===== src/rtl/core/tnspp_pkg.sv =====
`timescale 1ns / 1ps
// ----------------------------------------------------------------------------
// Spectral peak picker package
// Field widths, register indexes, reset values and shared types.
// ----------------------------------------------------------------------------
package tnspp_pkg;

   localparam int MAG_W       = 32;
   localparam int PEAK_BIN_W  = 12;
   localparam int MIN_BIN_W   = 12;
   localparam int MAX_BIN_W   = 13;
   localparam int NUM_PEAKS_W = 6;
   localparam int MARGIN_W    = 13;
   localparam int CSR_IDX_W   = 3;
   localparam int CSR_DATA_W  = 13;

   // register indexes
   localparam logic [CSR_IDX_W-1:0] CSR_MIN_BIN     = 3'd0;
   localparam logic [CSR_IDX_W-1:0] CSR_MAX_BIN     = 3'd1;
   localparam logic [CSR_IDX_W-1:0] CSR_NUM_PEAKS   = 3'd2;
   localparam logic [CSR_IDX_W-1:0] CSR_MARGIN_BINS = 3'd3;

   // register reset values
   localparam logic [MIN_BIN_W-1:0]   MIN_BIN_RST   = 12'd0;
   localparam logic [MAX_BIN_W-1:0]   MAX_BIN_RST   = 13'd4096;
   localparam logic [NUM_PEAKS_W-1:0] NUM_PEAKS_RST = 6'd4;
   localparam logic [MARGIN_W-1:0]    MARGIN_RST    = 13'd1;

   typedef struct packed {
      logic [MIN_BIN_W-1:0]   min_bin;
      logic [MAX_BIN_W-1:0]   max_bin;
      logic [NUM_PEAKS_W-1:0] num_peaks;
      logic [MARGIN_W-1:0]    margin_bins;
   } cfg_type;

   typedef struct packed {
      logic [PEAK_BIN_W-1:0] peak_bin;
      logic [MAG_W-1:0]      peak_magnitude;
      logic                  last_peak;
   } rsp_type;

   typedef enum logic [2:0] {
      BK_IDLE,
      BK_START,
      BK_SCAN,
      BK_EMIT,
      BK_FINISH
   } back_state_type;

endpackage


===== src/rtl/core/tnspp_front.sv =====
`timescale 1ns / 1ps
// ----------------------------------------------------------------------------
// Peak picker front end
// Accepts bins, writes them to the store and queues a search job on the
// last-bin mark.
// ----------------------------------------------------------------------------
module tnspp_front #(
   parameter int MAX_BINS = 4096
) (
   input  logic                            clock,
   input  logic                            reset,
   input  logic [tnspp_pkg::MAX_BIN_W-1:0] max_bin,
   input  logic                            push,
   input  logic [tnspp_pkg::MAG_W-1:0]     magnitude,
   input  logic                            last_bin,
   output logic                            full,
   output logic                            wr_en,
   output logic [$clog2(MAX_BINS)-1:0]     wr_addr,
   output logic [tnspp_pkg::MAG_W-1:0]     wr_data,
   output logic                            job_push,
   output logic [((($clog2(MAX_BINS+1)) > tnspp_pkg::MAX_BIN_W) ?
                  $clog2(MAX_BINS+1) : tnspp_pkg::MAX_BIN_W)-1:0] job_hi,
   input  logic                            job_full,
   input  logic                            done
);

   localparam int BIN_W = $clog2(MAX_BINS);
   localparam int CNT_W = $clog2(MAX_BINS + 1);
   localparam int CMP_W = (CNT_W > tnspp_pkg::MAX_BIN_W) ? CNT_W : tnspp_pkg::MAX_BIN_W;

   logic [CNT_W-1:0] count_ff, count_in, loaded;
   logic [CMP_W-1:0] max_ext, loaded_ext;
   logic             busy_ff, busy_in;
   logic             accept, store_ok;

   assign full     = busy_ff || job_full;
   assign accept   = push && !full;
   assign store_ok = (count_ff < CNT_W'(MAX_BINS));

   // drop bins once the store is full
   assign wr_en   = accept && store_ok;
   assign wr_addr = count_ff[BIN_W-1:0];
   assign wr_data = magnitude;

   assign loaded     = store_ok ? (count_ff + 1'b1) : count_ff;
   assign max_ext    = CMP_W'(max_bin);
   assign loaded_ext = CMP_W'(loaded);

   assign job_push = accept && last_bin;
   assign job_hi   = (max_ext < loaded_ext) ? max_ext : loaded_ext;

   always_comb begin
      count_in = count_ff;
      if (accept) begin
         count_in = last_bin ? '0 : loaded;
      end
   end

   always_comb begin
      busy_in = busy_ff;
      if (job_push) begin
         busy_in = 1'b1;
      end else if (done) begin
         busy_in = 1'b0;
      end
   end

   always_ff @(posedge clock) begin
      if (reset) begin
         count_ff <= '0;
         busy_ff  <= 1'b0;
      end else begin
         count_ff <= count_in;
         busy_ff  <= busy_in;
      end
   end

endmodule


===== config.mk =====
export PLATFORM = sky130hd
export DESIGN_NAME = tnspp_front
export DESIGN_NICKNAME = d
export VERILOG_FILES = /design/src/rtl/core/tnspp_pkg.sv /design/src/rtl/core/tnspp_front.sv
export SDC_FILE = /design/constraint.sdc
export NUM_CORES = 1
export LEC_CHECK = 0
export BUFFER_PORTS_ARGS = -buffer_cell sky130_fd_sc_hd__buf_2
export CAP_MARGIN = 20
export CORE_AREA = 2 2 69 71
export CTS_BUF_LIST = sky130_fd_sc_hd__clkbuf_8
export DETAILED_ROUTE_END_ITERATION = 8
export DIE_AREA = 0 0 71 73
export GPL_TIMING_DRIVEN = 0
export PLACE_DENSITY = 0.85
export SYNTH_ARGS = -nofsm -noshare
export SYNTH_HDL_FRONTEND = slang
export SYNTH_SLANG_ARGS = --single-unit

===== constraint.sdc =====
create_clock -name clock -period 3.1 [get_ports clock]
set_input_delay 0.155 -clock clock [delete_from_list [all_inputs] [get_ports clock]]
set_output_delay 0.155 -clock clock [all_outputs]
set_load 0.02 [all_outputs]

* Word-level counts from Yosys, hierarchy flattened
Cells that the tools add are included. W data, S select, Z words.
Word-level totals: bits of input ports 51, logic and storage cells 16, output and inout bits 60, register bits 14
Cells by class: mux-type cells 5, reductions and logical operators 6, $add $sub $neg 1, order comparisons 2
Operator list (count):
- $mux W13 | 3
- $add A13 B1 Y13 const B | 1
- $lt A13 B13 Y1 | 1
- $lt A13 B13 Y1 const B | 1
- $logic_and A1 B1 Y1 | 3
- $mux W1 | 2
- $reduce_bool A2 Y1 | 1
- $logic_not A1 Y1 | 1
- $logic_or A1 B1 Y1 | 1

* Depth between registers and ports, before layout
word-level depth 5, depth in mapped cells 15, mapped depth without buffers 12

* Least setup slack after synthesis
Ideal clock, no wire load.
kind flip-flop to output port, start register count_ff[6], end output job_hi[0] (netlist name), buffers on the path 3, stages on the path, launching flop included 16, arrival time 3.219 ns, required time 2.945 ns, path slack -0.274 ns, path through dfxtp_1 > buf_2 > nand4_2 > buf_6 > nor2_1 > and3_1 > xor2_1 > inv_1 > ha_1 > a21oi_1 > or4b_1 > o2111ai_1 > o21ai_1 > a211oi_2 > buf_6 > mux2i_1
RTL lines:
- start, declared | RTL line tnspp_front.sv:31 | logic [CNT_W-1:0] count_ff, count_in, loaded;
- start signal, assigned | RTL line tnspp_front.sv:73 | count_ff <= count_in;
- end, declared | RTL line tnspp_front.sv:22 | $clog2(MAX_BINS+1) : tnspp_pkg::MAX_BIN_W)-1:0] job_hi,

==> results.sh <==
export IMPL_stdcell_count=365
export IMPL_synth_edff_count=0
export IMPL_crit_path_cell_trace="nand4_4 -> buf_6 -> nor2_4 -> and3_4 -> xor2_2 -> inv_2 -> ha_4 -> a21oi_2 -> or4b_4 -> o2111ai_4 -> o21ai_4 -> a211oi_4 -> buf_6 -> mux2_4 -> buf_6"
export IMPL_postLayoutCellArea_um2=2684
export IMPL_syn_to_final_growth_pct=56.68
export IMPL_p_int_uw=405.2
export IMPL_peakVddDrop_v=0.0001336
export IMPL_timing_rr_end="count_ff[10]$_SDFFE_PP0P_"
export IMPL_nets=372
export IMPL_synth_area_leaders="buf_4 (19%), dfxtp_1 (16%), ha_1 (6.6%), mux2_4 (6.1%), nor2_1 (5.9%)"
export IMPL_crit_fanout=6
export IMPL_pwr_share_clk=0.305
export IMPL_synthFlopType="dfxtp_1"
export IMPL_layout_drive_gt1_share=0.6109
export IMPL_hold_violations=0
export IMPL_placed_area_um2=2253
export IMPL_worst_r2r_path_depth=8
export IMPL_cts_sinks=14
export IMPL_critPathArrivalTime_ps=3310
export IMPL_startpoint="count_ff[4]$_SDFFE_PP0P_"
export IMPL_final_cell_mix="buf_2 (64), buf_4 (61), nor2_1 (24), buf_6 (17), inv_1 (12)"
export IMPL_p_sw_uw=188.5
export IMPL_ys_warn_count=0
export IMPL_grt_usage=0.1806
export IMPL_maxCapViolations=0
export IMPL_worstMarginPinSlew_ps=760.9
export IMPL_rows=25
export IMPL_grt_max_degree=11
export IMPL_via_per_inst=4.986
export IMPL_status="finished, violations left"
export IMPL_combPwrFrac=0.394
export IMPL_place_congestion=0.8475
export IMPL_grt_pass1_vias=1749
export IMPL_synthDistinctLibCells=44
export IMPL_grt_pass1_wl_mm=7.527
export IMPL_routedWlPerCell_um=13.83
export IMPL_antenna_left=0
export IMPL_crit_path_end="job_hi[4]"
export IMPL_skew_ps=2.047
export IMPL_slowest_stage="or4b_4"
export IMPL_ys_ff_latch=14
export IMPL_cts_tree="yes"
export IMPL_die_x_um=71
export IMPL_die_y_um=73
export IMPL_start_util=0.3777
export IMPL_dp_cells=346
export IMPL_regToRegSetupSlack_ps=1400
export IMPL_drtPass1Iterations=4
export IMPL_clockRootBuffer="clkbuf_8"
export IMPL_failed_checks="setup timing"
export IMPL_power_density_nw_per_um2=221.2
export IMPL_r2r_start="count_ff[4]$_SDFFE_PP0P_"
export IMPL_register_area_um2=302.8
export IMPL_dp_hpwl_mm=3.440
export IMPL_worstSetupPathType="flip-flop to output pin"
export IMPL_first_iter_violations=106
export IMPL_cp_required_ps=2940
export IMPL_h_tree_depth=1
export IMPL_hold_path_class="input pin to flip-flop"
export IMPL_yosysSeqAreaShare=0.1636
export IMPL_via_count=1820
export IMPL_critPathLaunchType="flip-flop"
export IMPL_gr_total_overflow=0
export IMPL_synth_top_cell_by_area="buf_4"
export IMPL_clock_latency_ps=250
export IMPL_slew_limit_headroom=0.4863
export IMPL_netlist_area_leader_share=0.1928
export IMPL_core_um2=4536
export IMPL_fin_crit_ps=3465
export IMPL_finalPower_uw=593.6
export IMPL_post_route_period_util=1.118
export IMPL_setup_ws_ps=-365.4
export IMPL_drc_errors=0
export IMPL_max_clock_path_buffers=2
export IMPL_wl_mm=5.047
export IMPL_diodes=0
export IMPL_antenna_found_initial=0
export IMPL_num_io_pins=111
export IMPL_die_area_um2=5183
export IMPL_fmax_mhz=288.6
export IMPL_cp_common_cell="buf_6"
export IMPL_final_common_cell="buf_2"
export IMPL_max_stage_delay_ps=490
export IMPL_port_buffers=77
export IMPL_cts_hold_buf=0
export IMPL_nFillCells=364
export IMPL_utilization=0.5917
export IMPL_rsz0062_at_grt="true"
export IMPL_setup_violations=11
export IMPL_multi_input_area_um2=1225
export IMPL_synth_async_reset_ratio=0
export IMPL_p_leak_uw=0.001307
export IMPL_synth_cells=215
export IMPL_p_sw_frac=0.3175
export IMPL_finalMaxSlewViolations=0
export IMPL_synth_avg_cell_area_um2=7.967
export IMPL_clk_pin_slew_worst_paths_ps=60
export IMPL_cp_end_kind="output pin"
export IMPL_syn_cell_area_um2=1713
export IMPL_synth_fp_nets=275
export IMPL_power_frac_seq=0.301
export IMPL_numCtsBuffers=3
-- sequential cells by signal (all words and copies together), names as in the netlist --
register and flops:
count_ff 13, busy_ff 1
-- through the flow --
step / hold WS, ps / setup TNS [ps] / setup WS [ps]
global placement: 375.6 / -4679 / -463.4
detailed placement: 376.5 / -5743 / -561.0
global route: 126.7 / -5133 / -491.2
floorplan: 216.7 / -219.8 / -31.40
finish: 115.0 / -3602 / -365.4
CTS: 114.8 / -3010 / -307.5
-- power by group through the flow --
| stage | logic, uW | clock network, uW | registers (uW) |
|---|---|---|---|
| 5_1_grt | 250 | 190 | 179 |
| 4_1_cts | 221 | 184 | 180 |
| 3_5_place_dp | 196 | 0 | 187 |
| 3_3_place_gp | 192 | 0 | 187 |
| 2_1_floorplan | 139 | 0 | 187 |
| 6_report | 234 | 181 | 179 |
-- per-layer routing --
metal / global-route usage / wire length, um / vias up
met3: 0.01381 / 334 / 7
met5: 0 / 0 / -
met2: 0.3385 / 2566 / 80
li1: - / - / 900
met1: 0.2122 / 2058 / 833
met4: 0.07338 / 87 / 0
-- worst min path at each step --
stage | startpoint | to | slack, ps | cells past startpoint
detailed placement | reset | count_ff[6]$_SDFFE_PP0P_ | 380 | 2
CTS | reset | count_ff[6]$_SDFFE_PP0P_ | 110 | 2
global placement | reset | count_ff[6]$_SDFFE_PP0P_ | 380 | 2
finish | reset | count_ff[6]$_SDFFE_PP0P_ | 110 | 2
global route | reset | count_ff[6]$_SDFFE_PP0P_ | 130 | 2
floorplan | reset | count_ff[6]$_SDFFE_PP0P_ | 220 | 1
-- cell type report --
| type | count | share of cell area |
|---|---|---|
| Multi-Input combinational cell | 134 | 0.4564 |
| Sequential cell | 14 | 0.1128 |
| Clock buffer | 4 | 0.02051 |
| Inverter | 13 | 0.01818 |
| Tap cell | 54 | 0.02517 |
| Buffer | 50 | 0.1371 |
| Timing Repair Buffer | 96 | 0.2298 |
-- synthesized netlist by cell type, types with 5 or more instances --
| library cell | instances |
|---|---|
| dfxtp_1 | 14 |
| inv_1 | 13 |
| xnor2_1 | 6 |
| nand2_1 | 9 |
| a21oi_1 | 12 |
| clkbuf_1 | 5 |
| nor2_1 | 27 |
| a22oi_1 | 6 |
| o21ai_0 | 8 |
| mux2i_1 | 5 |
| xor2_1 | 7 |
| ha_1 | 9 |
| buf_4 | 44 |
| nand3b_1 | 5 |
| mux2_4 | 7 |
-- worst max-delay path, delay by kind of cell, from the launching register on --
kind                     cells  cell delay (ps)
XOR/XNOR                     1              180
AND/OR/NAND/NOR              4              910
flip-flops                   1              390
multiplexers                 1              310
AO/OA/AOI/OAI                4              550
adder cells (fa/ha/maj)      1              160
buffers and inverters        4              540
-- logic make-up (layout without fill, tap and decap cells) --
logic type,Yosys count,after routing,share of synthesized area
simple gates,58,58,0.1848
compound gates,40,40,0.1556
mux,13,13,0.09715
flops,14,14,0.1636
fa+ha+maj,9,9,0.06574
xor+xnor,14,14,0.07962
buf+inv,67,163,0.2535
-- repair_timing --
action / in CTS / in global routing
gates resized for setup: 43 / 21
cloned: 1 / 0
endpoints found under the setup margin: 13 / 13
buffers inserted: 15 / 4
pin swaps: 7 / 6
endpoints found under the hold margin: 0 / 0
Note: power is estimated with default switching activity, not from simulation.
