File: src/rtl/core/tnspp_fifo.sv
`timescale 1ns / 1ps
// ----------------------------------------------------------------------------
// Short register queue
// Small first-in first-out buffer; DEPTH must be a power of two, at least 2.
// ----------------------------------------------------------------------------
module tnspp_fifo #(
   parameter int WIDTH = 8,
   parameter int DEPTH = 2
) (
   input  logic             clock,
   input  logic             reset,
   input  logic             push,
   input  logic [WIDTH-1:0] push_data,
   output logic             full,
   input  logic             pop,
   output logic [WIDTH-1:0] pop_data,
   output logic             empty
);

   localparam int PTR_W = $clog2(DEPTH);
   localparam int CNT_W = $clog2(DEPTH + 1);

   logic [WIDTH-1:0] data_ff [DEPTH];
   logic [PTR_W-1:0] wr_ptr_ff, rd_ptr_ff;
   logic [CNT_W-1:0] count_ff, count_in;
   logic             push_ok, pop_ok;

   assign full     = (count_ff == CNT_W'(DEPTH));
   assign empty    = (count_ff == '0);
   assign push_ok  = push && !full;
   assign pop_ok   = pop && !empty;
   assign pop_data = data_ff[rd_ptr_ff];

   always_comb begin
      count_in = count_ff;
      if (push_ok && !pop_ok) begin
         count_in = count_ff + 1'b1;
      end else if (pop_ok && !push_ok) begin
         count_in = count_ff - 1'b1;
      end
   end

   always_ff @(posedge clock) begin
      if (reset) begin
         wr_ptr_ff <= '0;
         rd_ptr_ff <= '0;
         count_ff  <= '0;
      end else begin
         count_ff <= count_in;
         if (push_ok) begin
            wr_ptr_ff <= wr_ptr_ff + 1'b1;
         end
         if (pop_ok) begin
            rd_ptr_ff <= rd_ptr_ff + 1'b1;
         end
      end
   end

   always_ff @(posedge clock) begin
      if (push_ok) begin
         data_ff[wr_ptr_ff] <= push_data;
      end
   end

endmodule

File: config.mk
export PLATFORM = sky130hd
export DESIGN_NAME = tnspp_fifo
export DESIGN_NICKNAME = d
export VERILOG_FILES = /design/src/rtl/core/tnspp_fifo.sv
export SDC_FILE = /design/constraint.sdc
export NUM_CORES = 1
export LEC_CHECK = 0
export BUFFER_PORTS_ARGS = -buffer_cell sky130_fd_sc_hd__buf_2
export CAP_MARGIN = 20
export CORE_UTILIZATION = 40
export DETAILED_ROUTE_END_ITERATION = 10
export SLEW_MARGIN = 40
export SYNTH_ARGS = -nofsm -noshare
export SYNTH_HDL_FRONTEND = slang
export SYNTH_SLANG_ARGS = --single-unit
File: constraint.sdc
create_clock -name clock -period 1.84 [get_ports clock]
set_input_delay 0.276 -clock clock [delete_from_list [all_inputs] [get_ports clock]]
set_output_delay 0.276 -clock clock [all_outputs]
set_load 0.02 [all_outputs]
* Word-level counts from Yosys, hierarchy flattened
Memories as Yosys holds them, arrays and structs flattened. A register that Yosys moved wholly into a read port is not among the register bits. Index checks and enable logic that the tools add are counted.
Cells by class: add/subtract/negate cells 4, eq/ne operators 1, mux-type cells 6, reductions and logical operators 10
Operators with widths (count):
- $logic_and A1 B1 Y1 | 4
- $logic_not A1 Y1 | 4
- $mux W1 | 4
- $mux W2 | 2
- $add A1 B1 Y1 const B | 2
- $add A2 B1 Y2 const B | 1
- $eq A2 B2 Y1 const B | 1
- $logic_not A2 Y1 | 1
- $reduce_bool A2 Y1 | 1
- $sub A2 B1 Y2 const B | 1
Word-level totals: flip-flop bits (word level) 4, memory bits (writable) 16, input port bits 12, output and inout bits 10, memories kept 1
Memory list:
- data_ff | words 2, bits a word 8, rd ports 1, clocked after Yosys merged registers in 1, wr ports 1, RTL line 23 | logic [WIDTH-1:0] data_ff [DEPTH];

* Depth between registers and ports, before layout
Gate-level depths: netlist of the first run.
word-level depth 7, mapped depth 6, mapped depth without buffers 6

* Least setup slack after synthesis of the first run
Ideal clock, no wire load.
path type flip-flop to flip-flop, from register count_ff[1], to register count_ff[1], library setup time 70 ps, data arrival time 1537 ps, slack 234 ps, cell stages (with the launch flop) 6, buffers on the path 0, clock period less this slack 1606 ps, cell sequence dfxtp_1 -> nor2b_2 -> nor2_1 -> ha_1 -> or3_1 -> a21oi_1
Between the ends: longest elaborated chain between the ends 6, elaborated cells between the ends (all ways) 15, those cells by class add/sub: 2; eq/ne: 1; mux: 2; reduce/logical: 10
Ends and longest elaborated chain:
- start, declared | RTL line 25 | logic [CNT_W-1:0] count_ff, count_in;
- start signal, assigned | RTL line 49 | count_ff <= count_in;
- $eq A2 B2 Y1 (*) | RTL line 28 | assign full = (count_ff == CNT_W'(DEPTH));
- via full | RTL line 14 | output logic full,
- $logic_not A1 Y1 (*) | RTL line 30 | assign push_ok = push && !full;
- $logic_and A1 B1 Y1 (*) | RTL line 30
- via push_ok | RTL line 26 | logic push_ok, pop_ok;
- $logic_not A1 Y1 | RTL line 38 | end else if (pop_ok && !push_ok) begin
- $logic_and A1 B1 Y1 | RTL line 38
- $reduce_bool A2 Y1 (no source line)
The timed path passes the listed nets; every way through them passes the cells marked *. The select of a mux whose other input is x is not followed. A chain may end at the register's enable or synchronous reset.

==> qor.yml, run 1 <==
run_status:
  status: "complete, no violations"
layout:
  seqCellArea_sq_um: 581
  finalNetCount: 88
  layout-drive-gt1-share_pct: 44.6
  fillers: 171
  layout_commonest_cell: "buf_2"
  diodes: 0
  final_cell_mix: "buf_2 (21), edfxtp_1 (16), mux2_2 (8), nor2_1 (5), dfxtp_1 (5)"
  stdcell_count: 99
  area_growth_pct: 19.9
  multiInputGateArea_sq_um: 200
placed_design:
  place_inst: 95
  portBuffers: 21
  dp_hpwl_um: 759
  place_congestion: 0.661
cts:
  clockRootBuffer: "clkbuf_4"
  cts_hold_buffers: 0
  h-tree-depth: 1
  post-cts-setup-buffer-count: 0
  cts_tree: "yes"
  cts_buffers: 3
  clock_path_buffers: 2
  cts_sinks: 21
  clk_pin_slew_ns: 0.11
  post_cts_resize_count: 0
  clk_latency_ns: 0.30
timing:
  fin_setup_tns_ns: 0
  setup_viol: 0
  rsz0062_at_grt: "no"
  relSlewSlack_pct: 75.0
  fmax_mhz: 602
  period_share_pct: 90.3
  finalHoldViolations: 0
  worst_pin_slew_ns: 0.375
  fin_crit_ns: 1.66
  hold_slack_ns: 0.158
  drv_slew: 0
  fin_skew_ns: 0.00609
detailed_routing:
  drc: 0
  via_count: 451
  finalWirelength_um: 1100
  drt-initial-drc-count: 3
  drt_pass1_iterations: 3
  vias_per_cell: 4.56
  wl_per_cell_um: 11.1
  antenna_left: 0
critical_path:
  start_kind: "flip-flop"
  cp_cell_sequence: "mux2_2 > buf_2"
  path_class: "reg -> out"
  crit_required_ns: 1.56
  end_kind: "primary output"
  crit_arrival_ns: 1.39
  crit_slowest_cell: "dfxtp_1"
  critPathMaxStageDelay_ns: 0.56
  worstPathMaxFanout: 8
pwr:
  p_clk_share_pct: 16.4
  p_per_area_nw_per_um2: 1380
  netSwitchingFraction_pct: 33.2
  vdd_drop_max_mv: 0.957
  leakagePower_nw: 0.378
  netSwitchingPower_mw: 0.436
  comb_power_share_pct: 32.9
  seqPwrFrac_pct: 50.7
  total_power_mw: 1.31
  p_int_mw: 0.876
synth:
  syn_area_sq_um: 793
  synth-simple-area-share_pct: 5.84
  synth_top_family_by_area: "multiplexers"
  avgSynthCellArea_sq_um: 15.9
  synth.distinct_cells: 13
  synth_fp_nets: 63
  synthesis.instances: 50
  yosys.area_share.xor_xnor_pct: 3.31
  muxShareOfSynthArea_pct: 11.4
  ys_seq_elements: 21
  synth-compound-area-share_pct: 3.15
  synthAdderAreaFrac_pct: 1.58
  synth-warning-count: 0
  ys_seq_area_share_pct: 73.2
flow_run:
  max_cap_viol_count: 0
global_routing:
  grt_pass1_wl_um: 1650
  met1_usage_pct: 12.3
  grt_pass1_vias: 415
  grt_usage_pct: 11.9
  grt_max_degree: 12
  grt_use_met2_pct: 20.0
  busiest_layer: "met2"
  antenna_found_initial: 0
  grt.met3_usage_pct: 3.53
  globalRouteOverflowTotal: 0
floorplanning:
  initial_utilization_pct: 44.5
  coreArea_sq_um: 1780
  ios: 22
  die-width_um: 46.5
  chipHeight_um: 46.5
  dieArea_sq_um: 2170
  rows: 15
worst_hold_path:
  hold_path.class: "in -> reg"
==> synth_stat cells <==
library cell / n / area share [%]
or3_1: 2 / 1.6
inv_1: 2 / 0.95
ha_1: 1 / 1.6
xor2_1: 3 / 3.3
buf_2: 1 / 0.63
mux2_2: 8 / 11
o21ai_0: 3 / 1.9
nor2_1: 5 / 2.4
nor2b_2: 1 / 1.1
and2_1: 1 / 0.79
a21oi_1: 2 / 1.3
edfxtp_1: 16 / 61
dfxtp_1: 5 / 13
==> state kept, by name (all words and copies together) (netlist names), named ones only <==
signal / cells
count_ff: 2
rd_ptr_ff: 1
data_ff: 16
wr_ptr_ff: 1
==> power by group through the flow <==
| stage | Sequential, mW | Combinational [mW] | Clock [mW] |
|---|---|---|---|
| floorplan | 0.645 | 0.343 | 0 |
| global placement | 0.677 | 0.428 | 0 |
| detailed placement | 0.678 | 0.434 | 0 |
| CTS | 0.667 | 0.438 | 0.219 |
| global route | 0.677 | 0.474 | 0.237 |
| finish | 0.665 | 0.432 | 0.215 |
==> metal layers <==
| metal | wire length [um] | part of all wire, % | vias to the layer above |
|---|---|---|---|
| met5 | 0 | 0 | - |
| met4 | 14 | 1.3 | 0 |
| met3 | 60 | 5.4 | 2 |
| met2 | 514 | 47 | 17 |
| met1 | 511 | 46 | 203 |
| li1 | - | - | 229 |
==> worst paths after layout <==
| path | endpoint | cells past startpoint | slack (ns) | startpoint |
|---|---|---|---|---|
| max | pop_data[7] | 2 | 0.18 | flip-flop |
| min | data_ff[0][6] | 1 | 0.16 | push_data[6] |
| max reg2reg | count_ff[1] | 4 | 0.24 | count_ff[0] |
| min reg2reg | wr_ptr_ff | 2 | 0.49 | wr_ptr_ff |
==> through the flow <==
step | util, % | worst slack (ns) | cell area (sq um)
after floorplan | - | 0.234 | 793
after global placement | 51.9 | 0.341 | 925
after detailed placement | 51.9 | 0.239 | 925
after CTS | 53.3 | 0.152 | 951
after global routing | 53.3 | 0.0933 | 951
final | 53.3 | 0.178 | 951
==> logic make-up after synthesis <==
family / count (synthesis)
fa+ha+maj: 1
buf+inv: 3
flops: 21
compound gates: 5
xor+xnor: 3
mux: 8
simple gates: 9
==> critical path, delay by kind of cell, from the launching register on <==
| kind | cells | cell delay [ns] |
|---|---|---|
| flip-flops | 1 | 0.56 |
| buffers and inverters | 1 | 0.16 |
| multiplexers | 1 | 0.38 |
==> area by class of cell <==
cell class / count / area share, %
clock buffer: 4 / 2.76
tap: 25 / 3.29
inverter: 2 / 0.789
timing repair buffer: 21 / 11.1
sequential: 21 / 61.1
multi-input combinational: 26 / 21.1
(Power assumes the default switching activity.)
==> run 2, diff against run 1 <==
CORE_UTILIZATION = 52   (was 40)
PLACE_DENSITY = 0.79   (was unset)
clock period = 1.97 ns   (was 1.84 ns; I/O delays follow)
==> run 2 against run 1 <==
Against the previous run:
- sequential share of layout area up 0.81 points
- critical path depth unchanged
- total power down 6.2%
- combinational power down 6.0%
- sequential cell count unchanged
- first-iteration DRC count rose to 3.7 times the previous value
- register-to-register slack better by 0.09 ns
- core utilization up 15 points
- clock skew down 0.0048 ns
- clock-buffer cell count unchanged
==> qor.yml, run 2 (synthesis gave the netlist of run 1 again) <==
cts:
  clock_path_buffers: 2  # unchanged
  cts_buffers: 3  # unchanged
  cts_tree: "yes"  # unchanged
  cts_sinks: 21  # unchanged
  cts_hold_buffers: 0  # unchanged
  clk_pin_slew_ns: 0.10  # was 0.11 ns
  post-cts-setup-buffer-count: 0  # unchanged
  clockRootBuffer: "clkbuf_4"  # unchanged
  h-tree-depth: 1  # unchanged
  clk_latency_ns: 0.30  # about the same
  post_cts_resize_count: 0  # unchanged
detailed_routing:
  via_count: 468  # was 451
  vias_per_cell: 5.26  # was 4.56
  finalWirelength_um: 1160  # was 1100 um
  drt_pass1_iterations: 4  # was 3
  drt-initial-drc-count: 11  # was 3
  antenna_left: 0  # unchanged
  drc: 0  # unchanged
  wl_per_cell_um: 13.0  # was 11.1 um
global_routing:
  grt_pass1_vias: 374  # was 415
  grt_usage_pct: 16.4  # was 11.9%
  grt_max_degree: 12  # unchanged
  antenna_found_initial: 0  # unchanged
  grt_pass1_wl_um: 1620  # was 1650 um
  globalRouteOverflowTotal: 0  # unchanged
worst_hold_path:
  worstHoldStart: "push_data[0]"  # was push_data[6]
  hold_path.class: "in -> reg"  # unchanged
  hold_depth: 1  # unchanged
  whs_endpoint: "data_ff[1][0]"  # was data_ff[0][6]
run_status:
  status: "complete, no violations"  # unchanged
timing:
  drv_slew: 0  # unchanged
  relSlewSlack_pct: 74.0  # was 75.0%
  setup_viol: 0  # unchanged
  finalHoldViolations: 0  # unchanged
  fmax_mhz: 593
  hold_slack_ns: 0.171  # was 0.158 ns
  rsz0062_at_grt: "no"  # unchanged
  fin_skew_ns: 0.00134  # was 0.00609 ns
  worst_pin_slew_ns: 0.389  # was 0.375 ns
  fin_setup_tns_ns: 0  # unchanged
  fin_crit_ns: 1.69
  period_share_pct: 85.6
  setup_ws_ns: 0.284  # was 0.178 ns
layout:
  area_growth_pct: 18.3  # was 19.9%
  stdcell_count: 89  # was 99
  top_register: "data_ff"  # unchanged
  finalNetCount: 88  # unchanged
  fillers: 107  # was 171
  final_cell_mix: "buf_2 (21), edfxtp_1 (16), mux2_2 (8), nor2_1 (5), dfxtp_1 (5)"  # unchanged
  layout_commonest_cell: "buf_2"  # unchanged
  layout-drive-gt1-share_pct: 44.6  # unchanged
  diodes: 0  # unchanged
  largest_register_ffs: 16  # unchanged
  largestRegisters: "data_ff x16, count_ff x2"  # unchanged
  final_area_sq_um: 938  # was 951 sq um
placed_design:
  placed_area_sq_um: 912  # was 925 sq um
  place_ws_ns: 0.354  # was 0.239 ns
  place_inst: 85  # was 95
  place_congestion: 0.717  # was 0.661
  portBuffers: 21  # unchanged
  dp_hpwl_um: 826  # was 759 um
critical_path:
  path_class: "reg -> out"  # unchanged
  r2r_end: "count_ff[1]"  # unchanged
  reg2reg_from: "count_ff[1]"  # was count_ff[0]
  reg2regPathDepth: 5  # was 4
  worstPathMaxFanout: 8  # unchanged
  crit_required_ns: 1.67  # was 1.56 ns
  end_kind: "primary output"  # unchanged
  cp_cell_sequence: "mux2_2 > buf_2"  # unchanged
  critical_path.top_delay_family: "flip-flops"  # unchanged
  start_kind: "flip-flop"  # unchanged
  crit_slowest_cell: "dfxtp_1"  # unchanged
  regToRegSetupSlack_ns: 0.33  # was 0.24 ns
  crit_arrival_ns: 1.39  # about the same
  timing.critical_path.buf_inv: 1  # unchanged
  critPathMaxStageDelay_ns: 0.55  # was 0.56 ns
pwr:
  leakagePower_nw: 0.378  # unchanged
  p_per_area_nw_per_um2: 1310  # was 1380 nW/um^2
  vdd_drop_max_mv: 0.916  # was 0.957 mV
floorplanning:
  chipHeight_um: 41.1  # was 46.5 um
  rows: 13  # was 15
  die-width_um: 41.1  # was 46.5 um
  ios: 22  # unchanged
  initial_utilization_pct: 58.1  # was 44.5%
  dieArea_sq_um: 1690  # was 2170 sq um
  coreArea_sq_um: 1370  # was 1780 sq um
flow_run:
  max_cap_viol_count: 0  # unchanged
run 2: cell counts in the layout (fill, tap and decap cells not counted):
No cell type changed its count.
run 2: stage by stage:
stage               total power [mW]  utilization, %
finish                          1.23            68.7
global route                    1.29            68.7
CTS                             1.24            68.7
detailed placement              1.04            66.8
global placement                1.03            66.8
floorplan                      0.923               -
run 2: how the worst max path moves through the flow:
stage,from,endpoint,slack (ns),cells after the start
CTS,flip-flop,pop_data[4],0.26,2
global route,flip-flop,pop_data[2],0.21,2
detailed placement,count_ff[0],count_ff[1],0.35,4
global placement,count_ff[0],count_ff[1],0.47,4
floorplan,count_ff[1],count_ff[1],0.36,5
finish,flip-flop,pop_data[4],0.28,2
run 2: cell type report:
cell class                 instances  area, sq um  area share (%)
inverter                           2         7.51           0.800
timing repair buffer              21          105            11.2
multi-input combinational         26          200            21.3
sequential                        21          581            61.9
clock buffer                       4         26.3            2.80
tap                               15         18.8            2.00
run 2: metal layers:
metal | vias to the layer above | wire length [um] | global-route usage (%)
li1 | 227 | - | -
met1 | 220 | 540 | 21.6
met2 | 16 | 533 | 22.3
met3 | 5 | 44 | 3.26
met4 | 0 | 38 | 15.0
met5 | - | 0 | 0
run 2: report_power, final:
group,internal (mW),leakage (nW),switching (mW)
registers,0.565,0.191,0.0592
clock network,0.0791,0.0150,0.121
logic,0.174,0.172,0.232
total,0.819,0.378,0.411
